==> src/rtl/core/tssm_pkg.sv <==
`timescale 1ns / 1ps

package tssm_pkg;

  localparam int unsigned DepthDefault = 16;
  localparam int unsigned DataW        = 32;
  localparam int unsigned FuncW        = 3;
  localparam int unsigned StatusW      = 2;

  // Operation codes; the unused codes behave as a query.
  typedef enum logic [FuncW-1:0] {
    OpPushOne = 3'd0,
    OpPushTwo = 3'd1,
    OpPopOne  = 3'd2,
    OpPopTwo  = 3'd3,
    OpQuery   = 3'd4
  } func_e;

  typedef enum logic [StatusW-1:0] {
    StOk    = 2'd0,
    StFull  = 2'd1,
    StUnder = 2'd2
  } status_e;

  typedef enum logic [1:0] {
    FsmIdle = 2'b01,
    FsmResp = 2'b10
  } fsm_e;

endpackage

==> src/rtl/core/two_stacks_shared_memory.sv <==
`timescale 1ns / 1ps
// The transfer cycle updates the counts and drives the memory port; the response state then
// takes the registered read data into the output register, waiting while the output still
// holds an earlier result. A new item is taken only after the result of the last one has
// been loaded into the output register.
// Reset (rst_ni, asynchronous, active low) empties both stacks and clears all handshake state;
// the memory itself is not cleared and needs no clearing pass.
module two_stacks_shared_memory
  import tssm_pkg::*;
#(
  parameter int unsigned DEPTH = DepthDefault
) (
  input  logic                      clk_i,
  input  logic                      rst_ni,
  input  logic                      in_valid_i,
  output logic                      in_ready_o,
  input  logic [FuncW-1:0]          func_i,
  input  logic signed [DataW-1:0]   data_i,
  output logic                      out_valid_o,
  input  logic                      out_ready_i,
  output logic [StatusW-1:0]        status_o,
  output logic signed [DataW-1:0]   top_one_o,
  output logic signed [DataW-1:0]   top_two_o,
  output logic                      empty_one_o,
  output logic                      empty_two_o
);

  // Counts must hold DEPTH itself; the address only needs to index DEPTH words.
  localparam int unsigned CW = $clog2(DEPTH + 1);
  localparam int unsigned AW = $clog2(DEPTH);
  localparam logic [CW:0] DepthW = (CW + 1)'(DEPTH);

  // The shared storage. Stack one occupies the low words, stack two the high words.
  logic [DataW-1:0] mem [DEPTH];
  logic [DataW-1:0] rdata_q;

  logic            mem_we, mem_re;
  logic [AW-1:0]   mem_waddr, mem_raddr;

  fsm_e            state_q, state_d;
  logic [CW-1:0]   count_one_q, count_one_d;
  logic [CW-1:0]   count_two_q, count_two_d;

  // The top of each stack is cached in a register so that a push needs no read; only a
  // pop has to fetch the word that becomes the new top.
  logic [DataW-1:0] top_one_q, top_two_q;
  logic             pend_one_q, pend_two_q;
  logic             pend_one_d, pend_two_d;
  status_e          status_q, status_d;

  logic             out_valid_q;
  status_e          out_status_q;
  logic [DataW-1:0] out_top_one_q, out_top_two_q;
  logic             out_empty_one_q, out_empty_two_q;

  logic             accept, load_out;
  logic [CW:0]      count_sum;
  logic             has_room;

  assign in_ready_o = (state_q == FsmIdle);
  assign accept     = in_valid_i && in_ready_o;
  assign load_out   = (state_q == FsmResp) && (!out_valid_q || out_ready_i);

  assign count_sum = {1'b0, count_one_q} + {1'b0, count_two_q};
  assign has_room  = count_sum < DepthW;

  // Decode of the operation in the transfer cycle: new counts, the memory access and status.
  always_comb begin
    logic [CW:0] tmp;
    count_one_d = count_one_q;
    count_two_d = count_two_q;
    pend_one_d  = 1'b0;
    pend_two_d  = 1'b0;
    status_d    = StOk;
    mem_we      = 1'b0;
    mem_re      = 1'b0;
    mem_waddr   = '0;
    mem_raddr   = '0;
    tmp         = '0;
    case (func_e'(func_i))
      OpPushOne: begin
        if (has_room) begin
          mem_we      = accept;
          mem_waddr   = count_one_q[AW-1:0];
          count_one_d = count_one_q + CW'(1);
        end else begin
          status_d = StFull;
        end
      end
      OpPushTwo: begin
        if (has_room) begin
          mem_we      = accept;
          tmp         = DepthW - {1'b0, count_two_q} - (CW + 1)'(1);
          mem_waddr   = tmp[AW-1:0];
          count_two_d = count_two_q + CW'(1);
        end else begin
          status_d = StFull;
        end
      end
      OpPopOne: begin
        if (count_one_q == '0) begin
          status_d = StUnder;
        end else begin
          count_one_d = count_one_q - CW'(1);
          // The word below the old top becomes the new top, unless the stack empties.
          if (count_one_q > CW'(1)) begin
            mem_re     = accept;
            pend_one_d = 1'b1;
            tmp        = {1'b0, count_one_q} - (CW + 1)'(2);
            mem_raddr  = tmp[AW-1:0];
          end
        end
      end
      OpPopTwo: begin
        if (count_two_q == '0) begin
          status_d = StUnder;
        end else begin
          count_two_d = count_two_q - CW'(1);
          if (count_two_q > CW'(1)) begin
            mem_re     = accept;
            pend_two_d = 1'b1;
            tmp        = DepthW - {1'b0, count_two_q} + (CW + 1)'(1);
            mem_raddr  = tmp[AW-1:0];
          end
        end
      end
      default: begin
        status_d = StOk;
      end
    endcase
  end

  always_comb begin
    state_d = state_q;
    case (state_q)
      FsmIdle: if (accept) state_d = FsmResp;
      FsmResp: if (load_out) state_d = FsmIdle;
      default: state_d = FsmIdle;
    endcase
  end

  // Synchronous memory: one write port, one read port with registered data.
  always_ff @(posedge clk_i) begin
    if (mem_we) begin
      mem[mem_waddr] <= data_i;
    end
    if (mem_re) begin
      rdata_q <= mem[mem_raddr];
    end
  end

  always_ff @(posedge clk_i or negedge rst_ni) begin
    if (!rst_ni) begin
      state_q     <= FsmIdle;
      count_one_q <= '0;
      count_two_q <= '0;
      pend_one_q  <= 1'b0;
      pend_two_q  <= 1'b0;
      out_valid_q <= 1'b0;
    end else begin
      state_q <= state_d;
      if (accept) begin
        count_one_q <= count_one_d;
        count_two_q <= count_two_d;
        pend_one_q  <= pend_one_d;
        pend_two_q  <= pend_two_d;
      end
      if (load_out) begin
        out_valid_q <= 1'b1;
      end else if (out_ready_i) begin
        out_valid_q <= 1'b0;
      end
    end
  end

  // Payload registers: cached tops, pending status and the output register.
  always_ff @(posedge clk_i) begin
    if (accept) begin
      status_q <= status_d;
      if (mem_we && (func_e'(func_i) == OpPushOne)) begin
        top_one_q <= data_i;
      end
      if (mem_we && (func_e'(func_i) == OpPushTwo)) begin
        top_two_q <= data_i;
      end
    end
    if (load_out) begin
      if (pend_one_q) begin
        top_one_q <= rdata_q;
      end
      if (pend_two_q) begin
        top_two_q <= rdata_q;
      end
      out_status_q    <= status_q;
      out_top_one_q   <= (count_one_q == '0) ? '0 : (pend_one_q ? rdata_q : top_one_q);
      out_top_two_q   <= (count_two_q == '0) ? '0 : (pend_two_q ? rdata_q : top_two_q);
      out_empty_one_q <= (count_one_q == '0);
      out_empty_two_q <= (count_two_q == '0);
    end
  end

  assign out_valid_o = out_valid_q;
  assign status_o    = out_status_q;
  assign top_one_o   = out_top_one_q;
  assign top_two_o   = out_top_two_q;
  assign empty_one_o = out_empty_one_q;
  assign empty_two_o = out_empty_two_q;

  // The two stacks never overlap.
  assert property (@(posedge clk_i) disable iff (!rst_ni)
    ({1'b0, count_one_q} + {1'b0, count_two_q}) <= DepthW)
    else $error("stacks overlap");

  // An accepted item holds off the next one in the cycle after it.
  assert property (@(posedge clk_i) disable iff (!rst_ni)
    accept |=> !in_ready_o)
    else $error("second item taken during a response cycle");

  // A memory access only ever happens in the transfer cycle.
  assert property (@(posedge clk_i) disable iff (!rst_ni)
    (mem_we || mem_re) |-> accept)
    else $error("memory accessed outside a transfer");

  // An empty stack one reports a zero top.
  assert property (@(posedge clk_i) disable iff (!rst_ni)
    (out_valid_o && empty_one_o) |-> (top_one_o == '0))
    else $error("empty stack one reports a non-zero top");

endmodule
==> config.mk <==
export PLATFORM = sky130hd
export DESIGN_NAME = two_stacks_shared_memory
export DESIGN_NICKNAME = d
export VERILOG_FILES = /design/src/rtl/core/tssm_pkg.sv /design/src/rtl/core/two_stacks_shared_memory.sv
export SDC_FILE = /design/constraint.sdc
export NUM_CORES = 1
export LEC_CHECK = 0
export BUFFER_PORTS_ARGS = -buffer_cell sky130_fd_sc_hd__buf_2
export CORE_MARGIN = 4
export CORE_UTILIZATION = 39
export DETAILED_ROUTE_END_ITERATION = 7
export MAX_ROUTING_LAYER = met4
export PLACE_DENSITY = 0.54
export SYNTH_ARGS = -nofsm -noshare
export SYNTH_HDL_FRONTEND = slang
export SYNTH_SLANG_ARGS = --single-unit
==> constraint.sdc <==
create_clock -name clk_i -period 6.55 [get_ports clk_i]
set_clock_uncertainty 0.05 [all_clocks]
set_input_delay 1.31 -clock clk_i [delete_from_list [all_inputs] [get_ports clk_i]]
set_output_delay 1.31 -clock clk_i [all_outputs]
set_load 0.02 [all_outputs]
=== After elaboration in Yosys (flattened, before gate mapping) ===
Memories as Yosys holds them, arrays and structs flattened. A register that Yosys moved wholly into a read port is not among the register bits.
Index checks and enable logic that the tools add are counted.

* Flip-flop bits (word level): 149
* RAM bits: 512
* Input bits: 39
* Word-level logic and storage cells: 102
* Memories kept: 1

* Add/subtract/negate cells: 9
* $lt $le $gt $ge: 3
* Eq/ne operators: 11
* Mux-type cells: 48
* Reduce and logical (&&, ||, !) cells: 16

{| class="wikitable"
|+ Memory list
! memory !! words !! bits a word !! rd ports !! clocked after memory_dff !! write ports !! RTL line !! text
|-
| mem || 16 || 32 || 1 || 1 || 1 || two_stacks_shared_memory.sv:34 || <nowiki>logic [DataW-1:0] mem [DEPTH];</nowiki>
|}

{| class="wikitable"
|+ Operator list
! operator !! count
|-
| $mux 32 || 10
|-
| $mux 4 || 6
|-
| $mux 5 || 4
|-
| $pmux 5 s2 || 2
|-
| $mux 1 || 17
|-
| $pmux 4 s2 || 2
|-
| $add 5x1->5 const B || 2
|-
| $gt 5x1->1 const B || 2
|-
| $logic_not 5->1 || 2
|-
| $ne 2x2->1 const B || 5
|-
| $sub 5x1->5 const B || 2
|-
| $mux 2 || 4
|-
| $reduce_and 4->1 || 2
|-
| $add 5x5->6 || 1
|-
| $eq 3x2->1 const B || 2
|-
| $lt 6x5->1 const B || 1
|-
| $pmux 2 s3 || 1
|-
| $reduce_bool 2->1 || 3
|-
| $add 4x1->4 const B || 1
|-
| $logic_and 1x1->1 || 4
|-
| $pmux 2 s2 || 1
|-
| $sub 1x4->4 const A || 1
|-
| $sub 4x1->4 const B || 1
|-
| $sub 4x2->4 const B || 1
|-
| other kinds (10) || 10
|}

=== Logic depth before layout (Yosys ltp) ===
* Depth after elaboration: 9
* Depth in mapped cells: 14
* Depth with buffers taken out: 9

=== Worst setup path before layout ===
Ideal clock, no wire load.

* Kind: in2reg
* Start: input port out_ready_i
* End: register top_two_q[12]
* Library setup time: 0.132 ns
* Arrival: 5.509 ns
* Slack: 0.859 ns
* Cell stages on the path: 6
* Path through: nand2b_1 nor2b_1 and2_1 buf_1 clkbuf_1 o21ai_0

* Word-level cells in the longest chain between the ends: 3

{| class="wikitable"
|+ Ends and longest elaborated chain
! item !! RTL line !! text
|-
| from (decl) || two_stacks_shared_memory.sv:20 || <nowiki>input logic out_ready_i,</nowiki>
|-
| $logic_or 1x1->1 || two_stacks_shared_memory.sv:62 || <nowiki>assign load_out = (state_q == FsmResp) && (!out_valid_q || out_ready_i);</nowiki>
|-
| $logic_and 1x1->1 || two_stacks_shared_memory.sv:62 ||
|-
| named net load_out || two_stacks_shared_memory.sv:56 || <nowiki>logic accept, load_out;</nowiki>
|-
| $mux 32 || two_stacks_shared_memory.sv:187 || <nowiki>if (load_out) begin</nowiki>
|-
| to (signal assigned) || two_stacks_shared_memory.sv:184 || <nowiki>top_two_q <= data_i;</nowiki>
|-
| to (signal assigned) || two_stacks_shared_memory.sv:192 || <nowiki>top_two_q <= rdata_q;</nowiki>
|-
| to (decl) || two_stacks_shared_memory.sv:46 || <nowiki>logic [DataW-1:0] top_one_q, top_two_q;</nowiki>
|}

The timed path passes the listed nets, and every way through them passes these cells.
A chain may end at the register's enable or synchronous reset.

=== Worst setup path in the final report ===
* Start: register count_two_q[0]
* End: memory mem[11][31], enable pin

* Word-level cells in the longest chain between the ends: 6
* Elaborated cells on any way between the ends: 11
* Classes of those cells: 3 x add/sub; 1 x order compare; 7 x mux

{| class="wikitable"
|+ Ends and longest elaborated chain
! item !! RTL line !! text
|-
| from (decl) || two_stacks_shared_memory.sv:42 || <nowiki>logic [CW-1:0] count_two_q, count_two_d;</nowiki>
|-
| from (signal assigned) || two_stacks_shared_memory.sv:164 || <nowiki>count_two_q <= count_two_d;</nowiki>
|-
| $add 5x5->6 || two_stacks_shared_memory.sv:64 || <nowiki>assign count_sum = {1'b0, count_one_q} + {1'b0, count_two_q};</nowiki>
|-
| $lt 6x5->1 || two_stacks_shared_memory.sv:65 || <nowiki>assign has_room = count_sum < DepthW;</nowiki>
|-
| $mux 1 || two_stacks_shared_memory.sv:82, two_stacks_shared_memory.sv:91 ||
|-
| $mux 1 || n/a ||
|-
| $mux 1 || two_stacks_shared_memory.sv:144 || <nowiki>if (mem_we) begin</nowiki>
|-
| $mux 1 (implied by the code) || two_stacks_shared_memory.sv:145 || <nowiki>mem[mem_waddr] <= data_i;</nowiki>
|-
| to (decl) || two_stacks_shared_memory.sv:34 ||
|}

Several ways; a longest one is shown, not always the timed one.

==> impl_metrics.ini <==
[setup_path]
crit_arrival_ps = 4710
crit_path_end_kind = register
start_kind = register
ff2ff_path_depth = 10
cp.required_ps = 6790
crit_fanout = 24
critPathKind = register to register

[logic_synthesis]
synth-edff-count = 614
ys_ff_latch = 693
ys_top_cells_by_count = edfxtp_1, nand2_1, nor2_1
ys_warn_count = 0
ys_types = 63
synth.cell_area_um2 = 27980
async_reset_ff_share_pct = 2.165
synth_fp_nets = 2269
synth_largest_area_cell = edfxtp_1
avgSynthCellArea_um2 = 12.62
synth_most_common_cell = edfxtp_1
synth_top_area_share_pct = 65.91
ys_seq_area_share_pct = 71.83
ys.flop_type = edfxtp_1
synthTopCellsByArea = edfxtp_1, nand2_1, mux2i_1, dfxtp_1, nor2_1
netlist_instances = 2216

[floorplan]
start_util_pct = 39.67
core_area_um2 = 70510
die_w_um = 275.8
pin_count = 109
die_area_um2 = 76080
rows = 97
die_y_um = 275.8

[power]
power_density_nw_per_um2 = 371.6
comb_power_share_pct = 19.9
netSwitchingFraction_pct = 29.39
clockPowerShare_pct = 33.5
p_leak_uw = 0.01058
p_seq_share_pct = 46.5
ir_drop_uv = 183.9
p_int_uw = 8364
p_sw_uw = 3481

[route]
via_count = 17480
drcViolationCount = 0
wl_per_cell_um = 21.66
via_per_inst = 5.305
dr.pass1.iters = 5
drtIter0Drc = 1564
ant_nets = 0
routed_wl_mm = 71.39

[cts]
clock-sinks = 693
clk_latency_ps = 610
ctsHoldBuffers = 0
h-tree-depth = 3
post_cts_buffers = 0
clock_path_buffers = 3
cts_buffers = 75
cts_resized = 0
path_clk_slew_ps = 60
cts_root_buffer = clkbuf_16
cts_tree = yes

[worst_hold_path]
hold_depth = 0
min_path_type = register to register

[timing]
rsz0062_at_grt = false
slew_headroom_pct = 19.10
whs_ps = 367.9
hold_viol_final = 0
fin_crit_sh_pct = 68.20
max_freq_mhz = 223.9
min_period_ps = 4467
finalMaxSlewViolations = 0
finalSetupTns_ps = 0
setup_viol = 0
worst_pin_slew_ps = 1211

[final_layout]
finalNetCount = 2352
fill_cells = 6309
diodes = 0
drive_gt1_share_pct = 12.44
area_delta_synth_final_pct = 13.93

[job]
drv_cap = 0

[outcome]
status = finished clean

[global_routing]
grt_overflow = 0
groute.usage.overall_pct = 19.30
grt_pass1_vias = 17170
grt_max_degree = 162
grt_pass1_wl_mm = 107.9
antenna_found_initial = 0

[place]
place_hpwl_mm = 39.61
placement.io_buffers = 108
gp_congestion = 0.8104
## placed cells by master (no fill, tap or decap), drive strengths merged, types with 2 or more instances in the layout
cell type	netlist	routed
o32ai	33	33
nor2b	4	4
dfxtp	64	64
edfxtp	614	614
buf	77	145
and2	5	5
nand3	98	98
clkinv	0	26
or3	3	3
nand3b	3	3
nand4	34	34
ha	14	14
o22a	2	2
o31ai	4	4
a31oi	34	34
nand2b	7	7
a31o	2	2
a21oi	75	75
inv	7	8
mux2i	132	132
o21ai	131	131
xnor2	9	9
mux2	2	2
a211oi	3	3
clkbuf	62	105
or2	3	3
xor2	6	6
nor2	283	283
a21o	2	2
nor3	7	7
dfrtp	14	14
nand2	462	462
## state kept, by name, summed over array words and instances (netlist names)
name and count:
count_two_q 5, empty_two_o 1, empty_one_o 1, state_q 2, top_two_o 32, count_one_q 5, mem 512, out_valid_o 1
top_two_q 32, top_one_q 32, top_one_o 32, status_o 2, pend_two_q 1, status_q 2, pend_one_q 1, rdata_q 32
## final cells by class
class                   instances  area, um2  area share, %
flip-flops and latches        693      20100          63.06
clock inverters                29      173.9         0.5457
clock buffers                 105       2111          6.623
inverters                       7      26.28        0.08244
well taps                     940       1176          3.690
multi-input cells            1377       7431          23.31
repair buffers                145      855.8          2.685
## metal layers
| metal | GRT usage, % | vias to the layer above | routed length (um) |
|---|---|---|---|
| met2 | 31.14 | 454 | 34250 |
| li1 | - | 8158 | - |
| met1 | 25.94 | 8783 | 32170 |
| met4 | 5.430 | 0 | 1528 |
| met3 | 2.530 | 89 | 3436 |
| met5 | - | - | 0 |
## power by group through the flow
stage                     Clock [uW]  Combinational [uW]  Sequential [uW]
final                           3970                2360             5510
after global routing            4270                2630             5550
after CTS                       4060                2380             5500
after detailed placement           0                2380             5590
after global placement             0                2320             5580
after floorplan                    0                1680             5530
## worst max-delay path, stage by stage (launching register included)
cell and delay (ps):
dfrtp_1 730, inv_1 220, ha_1 580, nor2b_1 90, a211oi_1 210, o21ai_0 150, xor2_1 190, mux2_2 220
nand3b_1 320, nor2_4 1040, buf_4 360
## cell families after synthesis
logic type	count (synthesis)	share of synthesized area, %
AND/OR/NAND/NOR	917	13.55
flip-flops	693	71.83
AO/OA/AOI/OAI	296	6.288
buffers and inverters	146	2.344
multiplexers	134	4.803
XOR/XNOR	16	0.5546
adder cells (fa/ha/maj)	14	0.6262
## final timing paths
kind,from,end,slack (ps)
min in group asynchronous,rst_ni,count_one_q[4]$_DFFE_PN0P_,570
worst min-delay path,status_q[1]$_DFFE_PP_,status_o[1]$_DFFE_PP_,370
worst max-delay path,count_two_q[0]$_DFFE_PN0P_,mem[11][31]$_DFFE_PP_,2080
worst max register to register,count_two_q[0]$_DFFE_PN0P_,mem[11][31]$_DFFE_PP_,2080
max in group asynchronous,rst_ni,state_q[0]$_DFFE_PN1P_,5580
worst min register to register,status_q[1]$_DFFE_PP_,status_o[1]$_DFFE_PP_,370
## per-stage QoR
stage               cells  util, %  setup WS, ps  power, uW  cell area [um2]
floorplan            2216        -         859.3       7210            27980
global placement     3162    41.96          1746       7904            29590
detailed placement   3162    41.96          1674       7972            29590
CTS                  3296    45.20          2121      11940            31870
global route         3296    45.20          1730      12440            31870
finish               3296    45.20          2083      11840            31870
Power figures use the tool's default switching activity.
